--- src/sv/fca_pkg.sv ---
package fca_pkg;

   localparam int NUM_CLUSTERS_DEFAULT = 4096;

   localparam int FUNC_W    = 2;
   localparam int CLUSTER_W = 28;
   localparam int STATUS_W  = 3;
   localparam int DCC_W     = 12;
   localparam int CSR_IDX_W = 1;

   // operation codes
   localparam logic [FUNC_W-1:0] FUNC_ALLOC = 2'd0;
   localparam logic [FUNC_W-1:0] FUNC_FREE  = 2'd1;
   localparam logic [FUNC_W-1:0] FUNC_WRITE = 2'd2;
   localparam logic [FUNC_W-1:0] FUNC_READ  = 2'd3;

   // status codes
   localparam logic [STATUS_W-1:0] STAT_OK      = 3'd0;
   localparam logic [STATUS_W-1:0] STAT_NO_FREE = 3'd1;
   localparam logic [STATUS_W-1:0] STAT_INVALID = 3'd2;
   localparam logic [STATUS_W-1:0] STAT_IO      = 3'd3;
   localparam logic [STATUS_W-1:0] STAT_CORRUPT = 3'd4;

   // register indexes
   localparam logic [CSR_IDX_W-1:0] CSR_DATA_CLUSTER_COUNT = 1'd0;
   localparam logic [CSR_IDX_W-1:0] CSR_END_OF_CHAIN       = 1'd1;

   localparam logic [DCC_W-1:0]     DCC_RESET = 12'd4094;
   localparam logic [CLUSTER_W-1:0] EOC_RESET = 28'd268435448;

   typedef struct packed {
      logic [DCC_W-1:0]     data_cluster_count;
      logic [CLUSTER_W-1:0] end_of_chain_value;
   } cfg_type;

   typedef struct packed {
      logic                 valid;
      logic [CLUSTER_W-1:0] cluster;
      logic [STATUS_W-1:0]  status;
   } res_type;

endpackage

--- src/sv/fca_ctrl.sv ---
module fca_ctrl #(
   parameter int NUM_CLUSTERS = fca_pkg::NUM_CLUSTERS_DEFAULT
) (
   input  logic                                clock,
   input  logic                                reset,
   input  logic                                req_valid,
   output logic                                req_stall,
   input  logic [fca_pkg::FUNC_W-1:0]          req_func,
   input  logic [fca_pkg::CLUSTER_W-1:0]       req_cluster,
   input  logic [fca_pkg::CLUSTER_W-1:0]       req_entry_value,
   input  fca_pkg::cfg_type                    cfg,
   output fca_pkg::res_type                    res,
   input  logic                                res_take,
   output logic                                mem_we,
   output logic [$clog2(NUM_CLUSTERS)-1:0]     mem_waddr,
   output logic [fca_pkg::CLUSTER_W-1:0]       mem_wdata,
   output logic [$clog2(NUM_CLUSTERS)-1:0]     mem_raddr,
   input  logic [fca_pkg::CLUSTER_W-1:0]       mem_rdata
);

   localparam int AW = $clog2(NUM_CLUSTERS);
   localparam int CW = (AW + 1 > fca_pkg::DCC_W + 1) ? AW + 1 : fca_pkg::DCC_W + 1;
   localparam logic [CW-1:0] N_CW = CW'(NUM_CLUSTERS);
   localparam logic [CW-1:0] N_LAST = CW'(NUM_CLUSTERS - 1);
   localparam logic [fca_pkg::CLUSTER_W-1:0] N_CL = fca_pkg::CLUSTER_W'(NUM_CLUSTERS);
   localparam logic [fca_pkg::CLUSTER_W-1:0] TWO_CL = 28'd2;

   localparam logic [2:0] ST_CLEAR    = 3'd0;
   localparam logic [2:0] ST_IDLE     = 3'd1;
   localparam logic [2:0] ST_SCAN     = 3'd2;
   localparam logic [2:0] ST_LINK     = 3'd3;
   localparam logic [2:0] ST_WALK_CHK = 3'd4;
   localparam logic [2:0] ST_WALK     = 3'd5;
   localparam logic [2:0] ST_RD_WAIT  = 3'd6;
   localparam logic [2:0] ST_RESULT   = 3'd7;

   logic [2:0]                       state_ff, state_in;
   logic [CW-1:0]                    scan_ff, scan_in;
   logic [CW-1:0]                    chk_ff, chk_in;
   logic                             chk_valid_ff, chk_valid_in;
   logic [fca_pkg::CLUSTER_W-1:0]    cur_ff, cur_in;
   logic [fca_pkg::CLUSTER_W-1:0]    prev_ff, prev_in;
   logic [fca_pkg::CLUSTER_W-1:0]    res_cluster_ff, res_cluster_in;
   logic [fca_pkg::STATUS_W-1:0]     res_status_ff, res_status_in;

   logic [CW-1:0]                    last;
   logic                             accept;
   logic                             link_req;

   assign last      = CW'(cfg.data_cluster_count) + CW'(1);
   assign accept    = req_valid && (state_ff == ST_IDLE);
   assign req_stall = (state_ff != ST_IDLE);
   assign link_req  = (prev_ff >= TWO_CL);

   assign res.valid   = (state_ff == ST_RESULT);
   assign res.cluster = res_cluster_ff;
   assign res.status  = res_status_ff;

   always_comb begin
      state_in       = state_ff;
      scan_in        = scan_ff;
      chk_in         = chk_ff;
      chk_valid_in   = chk_valid_ff;
      cur_in         = cur_ff;
      prev_in        = prev_ff;
      res_cluster_in = res_cluster_ff;
      res_status_in  = res_status_ff;
      mem_we         = 1'b0;
      mem_waddr      = scan_ff[AW-1:0];
      mem_wdata      = '0;
      mem_raddr      = req_cluster[AW-1:0];

      case (state_ff)
         ST_CLEAR: begin
            mem_we    = 1'b1;
            mem_waddr = scan_ff[AW-1:0];
            scan_in   = scan_ff + CW'(1);
            if (scan_ff == N_LAST) begin
               state_in = ST_IDLE;
            end
         end
         ST_IDLE: begin
            mem_raddr      = req_cluster[AW-1:0];
            res_cluster_in = '0;
            res_status_in  = fca_pkg::STAT_OK;
            if (accept) begin
               prev_in = req_cluster;
               cur_in  = req_cluster;
               case (req_func)
                  fca_pkg::FUNC_ALLOC: begin
                     scan_in      = CW'(2);
                     chk_valid_in = 1'b0;
                     state_in     = ST_SCAN;
                  end
                  fca_pkg::FUNC_FREE: begin
                     state_in = ST_WALK_CHK;
                  end
                  fca_pkg::FUNC_WRITE: begin
                     if (req_cluster < N_CL) begin
                        mem_we    = 1'b1;
                        mem_waddr = req_cluster[AW-1:0];
                        mem_wdata = req_entry_value;
                     end else begin
                        res_status_in = fca_pkg::STAT_IO;
                     end
                     state_in = ST_RESULT;
                  end
                  default: begin
                     if (req_cluster < N_CL) begin
                        state_in = ST_RD_WAIT;
                     end else begin
                        res_status_in = fca_pkg::STAT_IO;
                        state_in      = ST_RESULT;
                     end
                  end
               endcase
            end
         end
         ST_SCAN: begin
            // entry chk_ff arrives while entry scan_ff is fetched
            mem_raddr = scan_ff[AW-1:0];
            if (chk_valid_ff && (mem_rdata == '0)) begin
               if (link_req && (prev_ff >= N_CL)) begin
                  // link would fail: net effect leaves the table untouched
                  res_status_in = fca_pkg::STAT_IO;
                  state_in      = ST_RESULT;
               end else begin
                  mem_we    = 1'b1;
                  mem_waddr = chk_ff[AW-1:0];
                  mem_wdata = cfg.end_of_chain_value;
                  if (link_req) begin
                     state_in = ST_LINK;
                  end else begin
                     res_cluster_in = fca_pkg::CLUSTER_W'(chk_ff);
                     state_in       = ST_RESULT;
                  end
               end
            end else if (scan_ff > last) begin
               res_status_in = fca_pkg::STAT_NO_FREE;
               state_in      = ST_RESULT;
            end else if (scan_ff >= N_CW) begin
               res_status_in = fca_pkg::STAT_IO;
               state_in      = ST_RESULT;
            end else begin
               chk_in       = scan_ff;
               chk_valid_in = 1'b1;
               scan_in      = scan_ff + CW'(1);
            end
         end
         ST_LINK: begin
            mem_we         = 1'b1;
            mem_waddr      = prev_ff[AW-1:0];
            mem_wdata      = fca_pkg::CLUSTER_W'(chk_ff);
            res_cluster_in = fca_pkg::CLUSTER_W'(chk_ff);
            state_in       = ST_RESULT;
         end
         ST_WALK_CHK: begin
            mem_raddr = cur_ff[AW-1:0];
            if (cur_ff < TWO_CL) begin
               res_status_in = fca_pkg::STAT_INVALID;
               state_in      = ST_RESULT;
            end else if (cur_ff >= cfg.end_of_chain_value) begin
               state_in = ST_RESULT;
            end else if (cur_ff >= N_CL) begin
               res_status_in = fca_pkg::STAT_IO;
               state_in      = ST_RESULT;
            end else begin
               state_in = ST_WALK;
            end
         end
         ST_WALK: begin
            // free the current entry and fetch the one it links to
            mem_we    = 1'b1;
            mem_waddr = cur_ff[AW-1:0];
            mem_wdata = '0;
            mem_raddr = mem_rdata[AW-1:0];
            cur_in    = mem_rdata;
            if (mem_rdata < TWO_CL) begin
               res_status_in = fca_pkg::STAT_CORRUPT;
               state_in      = ST_RESULT;
            end else if (mem_rdata >= cfg.end_of_chain_value) begin
               state_in = ST_RESULT;
            end else if (mem_rdata >= N_CL) begin
               res_status_in = fca_pkg::STAT_IO;
               state_in      = ST_RESULT;
            end
         end
         ST_RD_WAIT: begin
            res_cluster_in = mem_rdata;
            state_in       = ST_RESULT;
         end
         ST_RESULT: begin
            if (res_take) begin
               state_in = ST_IDLE;
            end
         end
         default: begin
            state_in = ST_IDLE;
         end
      endcase
   end

   always_ff @(posedge clock) begin
      if (reset) begin
         state_ff     <= ST_CLEAR;
         scan_ff      <= '0;
         chk_valid_ff <= 1'b0;
      end else begin
         state_ff     <= state_in;
         scan_ff      <= scan_in;
         chk_valid_ff <= chk_valid_in;
      end
   end

   always_ff @(posedge clock) begin
      chk_ff         <= chk_in;
      cur_ff         <= cur_in;
      prev_ff        <= prev_in;
      res_cluster_ff <= res_cluster_in;
      res_status_ff  <= res_status_in;
   end

   a_chk_in_table: assert property (@(posedge clock) disable iff (reset)
      (state_ff == ST_SCAN) && chk_valid_ff |-> (chk_ff >= CW'(2)) && (chk_ff < N_CW))
      else $error("scan checks an index outside the table");

   a_link_in_table: assert property (@(posedge clock) disable iff (reset)
      (state_ff == ST_LINK) |-> (prev_ff >= TWO_CL) && (prev_ff < N_CL))
      else $error("link written to a cluster outside the table");

   a_walk_in_table: assert property (@(posedge clock) disable iff (reset)
      (state_ff == ST_WALK) |-> (cur_ff >= TWO_CL) && (cur_ff < N_CL)
         && (cur_ff < cfg.end_of_chain_value))
      else $error("walk frees an entry it should not reach");

   a_result_handed: assert property (@(posedge clock) disable iff (reset)
      res.valid && res_take |=> (state_ff == ST_IDLE))
      else $error("sequencer did not return to idle after hand-over");

   a_clear_done: assert property (@(posedge clock) disable iff (reset)
      (state_ff == ST_CLEAR) && (scan_ff == N_LAST) |=> (state_ff == ST_IDLE))
      else $error("clearing pass overran the table");

endmodule

--- config.mk ---
export PLATFORM = sky130hd
export DESIGN_NAME = fca_ctrl
export DESIGN_NICKNAME = d
export VERILOG_FILES = /design/src/sv/fca_pkg.sv /design/src/sv/fca_ctrl.sv
export SDC_FILE = /design/constraint.sdc
export NUM_CORES = 1
export LEC_CHECK = 0
export BUFFER_PORTS_ARGS = -buffer_cell sky130_fd_sc_hd__buf_4
export CORE_MARGIN = 1.5
export CORE_UTILIZATION = 45
export CTS_BUF_LIST = sky130_fd_sc_hd__clkbuf_16
export CTS_CLUSTER_DIAMETER = 80
export DETAILED_ROUTE_END_ITERATION = 7
export GPL_TIMING_DRIVEN = 0
export PLACE_DENSITY = 0.72
export SYNTH_ARGS = -nofsm -noshare
export SYNTH_HDL_FRONTEND = slang
export SYNTH_SLANG_ARGS = --single-unit
export TNS_END_PERCENT = 1
--- constraint.sdc ---
create_clock -name clock -period 3.89 [get_ports clock]
set_input_delay 0.778 -clock clock [delete_from_list [all_inputs] [get_ports clock]]
set_output_delay 0.778 -clock clock [all_outputs]
set_load 0.05 [all_outputs]
## Word level (Yosys, flattened, before mapping)

Index checks and enable logic that the tools add are counted.

- Logic and storage cells: 142
- Bits in registers: 117
- Output and inout bits: 86

- Add/subtract/negate cells: 2
- Bitwise gates (word level): 3
- Magnitude comparators: 11
- Muxes and demuxes: 68
- Reductions and logical operators: 22
- Equality and inequality tests: 28

Operators with widths:

| operator | number |
|---|---|
| 28-bit 2-to-1 mux | 9 |
| 28-bit one-hot mux with 4 select lines | 1 |
| 28-bit by 13-bit greater-or-equal comparator with 1-bit output (second input constant) | 3 |
| 28-bit one-hot mux with 3 select lines | 1 |
| 13-bit 2-to-1 mux | 5 |
| 3-bit 2-to-1 mux | 21 |
| 12-bit 2-to-1 mux | 5 |
| 28-bit greater-or-equal comparator | 2 |
| 28-bit by 2-bit < comparator with 1-bit output (second input constant) | 2 |
| 28-bit one-hot mux with 2 select lines | 1 |
| 12-bit one-hot mux with 4 select lines | 1 |
| 13-bit one-hot mux with 3 select lines | 1 |
| 12-bit one-hot mux with 3 select lines | 1 |
| 28-bit by 2-bit greater-or-equal comparator with 1-bit output (second input constant) | 1 |
| 28-bit zero test | 1 |
| 28-bit by 13-bit < comparator with 1-bit output (second input constant) | 1 |
| 3-bit one-hot mux with 7 select lines | 1 |
| 2-bit != test (second input constant) | 8 |
| 3-bit != test (second input constant) | 5 |
| 12-bit by 1-bit adder with 13-bit output (second input constant) | 1 |
| 13-bit by 1-bit adder with 13-bit output (second input constant) | 1 |
| 13-bit by 12-bit equality test with 1-bit output (second input constant) | 1 |
| 13-bit greater-or-equal comparator (second input constant) | 1 |
| 13-bit greater-than comparator | 1 |
| other kinds (28) | 59 |

## Depth between registers and ports, before layout

- Depth in word-level cells: 5
- Depth in mapped cells: 13

## Worst setup path before layout

No wires, ideal clock.

- Path type: input-to-reg
- From: in cfg[28] in the netlist's numbering
- To: reg res_status_ff[0] in the netlist's numbering (enable)
- Stages: 12
- Setup slack: 0.203 ns
- Setup time: 0.383 ns
- Required time: 3.507 ns
- Arrival: 3.304 ns
- Cell sequence: ha_1 > and3_1 > nand3_1 > nor2_1 > xnor2_1 > ha_1 > nand4_1 > nor3_1 > nand2_1 > a31o_2 > and3_1 > a2111oi_0

- Word-level cells in the longest chain between the ends: 4

Ends and longest elaborated chain:

| item | line | source |
|---|---|---|
| start: declaration | fca_ctrl.sv:11 | `input fca_pkg::cfg_type cfg,` |
| 12-bit by 1-bit adder with 13-bit output | fca_ctrl.sv:50 | `assign last = CW'(cfg.data_cluster_count) + CW'(1);` |
| 13-bit greater-than comparator | fca_ctrl.sv:138 | `end else if (scan_ff > last) begin` |
| 4-bit != test (no line) | - |  |
| 7-bit AND reduction (no line) | - |  |
| end signal: assignment | fca_ctrl.sv:220 | `res_status_ff <= res_status_in;` |
| end: declaration | fca_ctrl.sv:44 | `logic [fca_pkg::STATUS_W-1:0] res_status_ff, res_status_in;` |

Every way passes these cells.
A chain may end at the register's enable or synchronous reset.

## Worst setup path after layout

- From: in mem_rdata[1] in the netlist's numbering
- To: out mem_waddr[10]

- Word-level cells in the longest chain between the ends: 4

Ends and longest elaborated chain:

| item | line | source |
|---|---|---|
| start: declaration | fca_ctrl.sv:18 | `input logic [fca_pkg::CLUSTER_W-1:0] mem_rdata` |
| 28-bit zero test | fca_ctrl.sv:122 | `if (chk_valid_ff && (mem_rdata == '0)) begin` |
| 1-bit logical AND | fca_ctrl.sv:122 |  |
| 12-bit 2-to-1 mux | fca_ctrl.sv:122 |  |
| 12-bit one-hot mux with 4 select lines | fca_ctrl.sv:73 | `case (state_ff)` |
| end: declaration | fca_ctrl.sv:15 | `output logic [$clog2(NUM_CLUSTERS)-1:0] mem_waddr,` |

Every way passes these cells.

==> impl_results.md <==
- Highest clock rate: 265 MHz
- Clock-pin slew on the worst setup and hold paths: 0.05 ns
- PortBufs: 214
- Vias in the first global route: 7886
- Met1 wire length: 11.6 mm
- Crit path DAT: 3.00 ns
- CP max FO: 10
- Nature of the critical path endpoint: output port
- DRT Pass-1 Iters: 6
- Worst vdd ir: 300 uV
- Most frequent CP cell: buf_4
- Cell breakdown of the critical path: buf_4 > nor4_2 > nand4_1 > nor2_1 > nand2_1 > clkbuf_2 > o21ai_0 > o2bb2a_1 > buf_4
- Fin. Hold Viols: 0
- Most used DFF post-synth: edfxtp_1
- Final setup fails: 0
- CTS Sinks: 117
- Maxcap violations: 0
- Worst min path class: reg2reg
- Async SR Flop Fraction: 0
- Slowest Stage Delay on Critical Path: 0.44 ns
- Io pins: 216
- Die Wd: 139 um
- Storage element area: 3340 um2
- PD cells: 311 nW/um2
- Share of post-route cells with drive strength above 1: 0.290
- Grt ovf: 0
- Pre-CTS setup slack: -0.645 ns
- LEAKAGE: 4.48 nW
- Clk root buf: clkbuf_16
- Max-Slew Margin vs Limit: 0.114
- Met3 wire len: 2.76 mm
- Final Wtd Congestion: 0.980
- Status: finished, final reports clean
- Fin. max-slew vios: 0
- Worst skew pair latency: 0.42 ns
- TritonCTS clock tree: built
- Total routed wirelength: 28.9 mm
- Die area: 19300 um2
- Layout Nets: 1294
- WP buf/inv: 3
- Worst EP required: 3.11 ns
- CTS Buf Count: 17
- DRT iter0 DRCs: 839
- Max Root-Sink Buffers: 2
- Commonest cells after routing, fill and taps aside: 220 x buf_4, 100 x edfxtp_1, 98 x nand2_1
- Area grow syn2layout: 31.9%
- Yosys cell types: 72
- Avg Inst Size Synth: 9.73 um2
- Final setup margin: 0.115 ns
- RSZ-0062 raised after global routing: true
- Pin count of the biggest net entering global routing: 32
- Max Used Layer: met4
- Starting Density: 0.461
- Met2 wire len: 13.7 mm
- Crit path kind: in2out
- Die Ht: 139 um
- Detailed-route via count: 8147
- Post-route ant nets: 0
- Post-Synthesis Cells: 853
- # fillers: 1566
- Setup Skew: 0.0104 ns
- Synthesis-stage register bit count: 117
- All-layer global routing usage: 0.294
- H-Tree Depth: 4
- YS warnings: 0
- CP top delay family: simple AND/OR/NAND/NOR gates
- Multi-input gate area: 4690 um2
- Net Count, Synth: 1055
- Post-DR wirelength/cell: 21.7 um
- First-pass GRT wire length: 43.8 mm
- Actual slew at the worst max-slew pin: 1.33 ns
- Sequential area share after synthesis: 0.403
- Ant diodes: 0
- Mapped cell area: 8300 um2
- Fin crit period: 3.78 ns
- Initial antenna violation count: 0
- DR DRC count: 0
- Commonest non-fill, non-tap cell in the layout: buf_4
- Site Rows: 49
- Vias per cell: 6.11
- Period utilization: 0.971
- HPWL after detailed placement: 22.6 mm
- Core area: 18000 um2
- EDFF count, synth: 100
- CP max stage cell: nor4_2
- Startpoint types: input pin
- Finished Core Util: 0.608
- Hold Buf Count CTS: 0
[registers in the layout (all words and copies together), names as in the netlist]
register / cells
chk_ff: 13
chk_valid_ff: 1
cur_ff: 28
prev_ff: 28
res_cluster_ff: 28
res_status_ff: 3
scan_ff: 13
state_ff: 3
[metal layers]
layer  GRT usage  vias up
met5           0        -
met4       0.126        0
met3      0.0656       67
met2       0.475      466
met1       0.380     3824
li1            -     3790
[repair_timing]
action	4_1_cts	5_1_grt
resized for setup	6	10
pin swaps	1	4
buffers inserted	1	3
setup endpoints to repair	34	34
cloned	0	1
[per-stage QoR]
step	std cells	area [um2]	total power (W)	hold slack [ns]	TNS [ns]
global placement	1296	10200	0.00176	0.462	-27.98
floorplan	853	8300	0.00156	0.431	0
global route	1334	11000	0.00352	0.494	-0.0449
finish	1334	11000	0.00341	0.474	0
detailed placement	1297	10200	0.00177	0.464	-8.25
CTS	1330	10900	0.00342	0.478	0
[power by group]
group / total, W / switching [W] / internal [W]
sequential: 0.00136 / 0.00000723 / 0.00136
combinational: 0.000393 / 0.000217 / 0.000176
clock: 0.00165 / 0.000581 / 0.00107
[final timing paths]
| kind | startpoint | end | slack [ns] | cells after the start |
|---|---|---|---|---|
| setup / recovery | mem_rdata[1] | mem_waddr[10] | 0.11 | 9 |
| hold / removal | scan_ff[2] | chk_ff[2] | 0.47 | 0 |
| setup reg to reg | state_ff[0] | cur_ff[8] | 0.48 | 7 |
| hold reg to reg | scan_ff[2] | chk_ff[2] | 0.47 | 0 |
[cell families (layout without fill, tap and decap cells)]
| logic type | Yosys count | in the layout | synth area share |
|---|---|---|---|
| AND/OR/NAND/NOR | 279 | 280 | 0.176 |
| AO/OA/AOI/OAI | 231 | 231 | 0.187 |
| flip-flops | 117 | 117 | 0.403 |
| buffers and inverters | 86 | 337 | 0.0423 |
| adder cells (fa/ha/maj) | 72 | 72 | 0.108 |
| multiplexers | 52 | 52 | 0.0668 |
| XOR/XNOR | 16 | 16 | 0.0169 |
[cell type report]
cell class | instances | area share
Clock buffer | 17 | 0.0388
Sequential cell | 117 | 0.305
Inverter | 39 | 0.0135
Timing Repair Buffer | 219 | 0.151
Multi-Input combinational cell | 651 | 0.428
Clock inverter | 15 | 0.0186
Tap cell | 229 | 0.0262
Buffer | 47 | 0.0190
[synth_stat cells, types with 13 or more instances]
master	instances	share of area
mux2_2	27	0.037
nor4_1	24	0.018
nor2_1	34	0.015
ha_1	72	0.11
and3_1	22	0.017
a22oi_1	13	0.012
mux2i_1	25	0.030
a22o_1	28	0.030
edfxtp_1	100	0.36
nand3_1	22	0.013
o21ai_0	65	0.039
dfxtp_1	17	0.041
nand2_1	98	0.044
inv_1	37	0.017
a21oi_1	47	0.028
clkbuf_1	26	0.012
nand4_1	32	0.024
[worst reg2reg max path: cells and delay by family, from the launching register on]
| family | cells | cell delay [ns] |
|---|---|---|
| buffers and inverters | 4 | 0.94 |
| AND/OR/NAND/NOR | 3 | 1.73 |
| flip-flops | 1 | 0.34 |
Power figures use the tool's default switching activity.
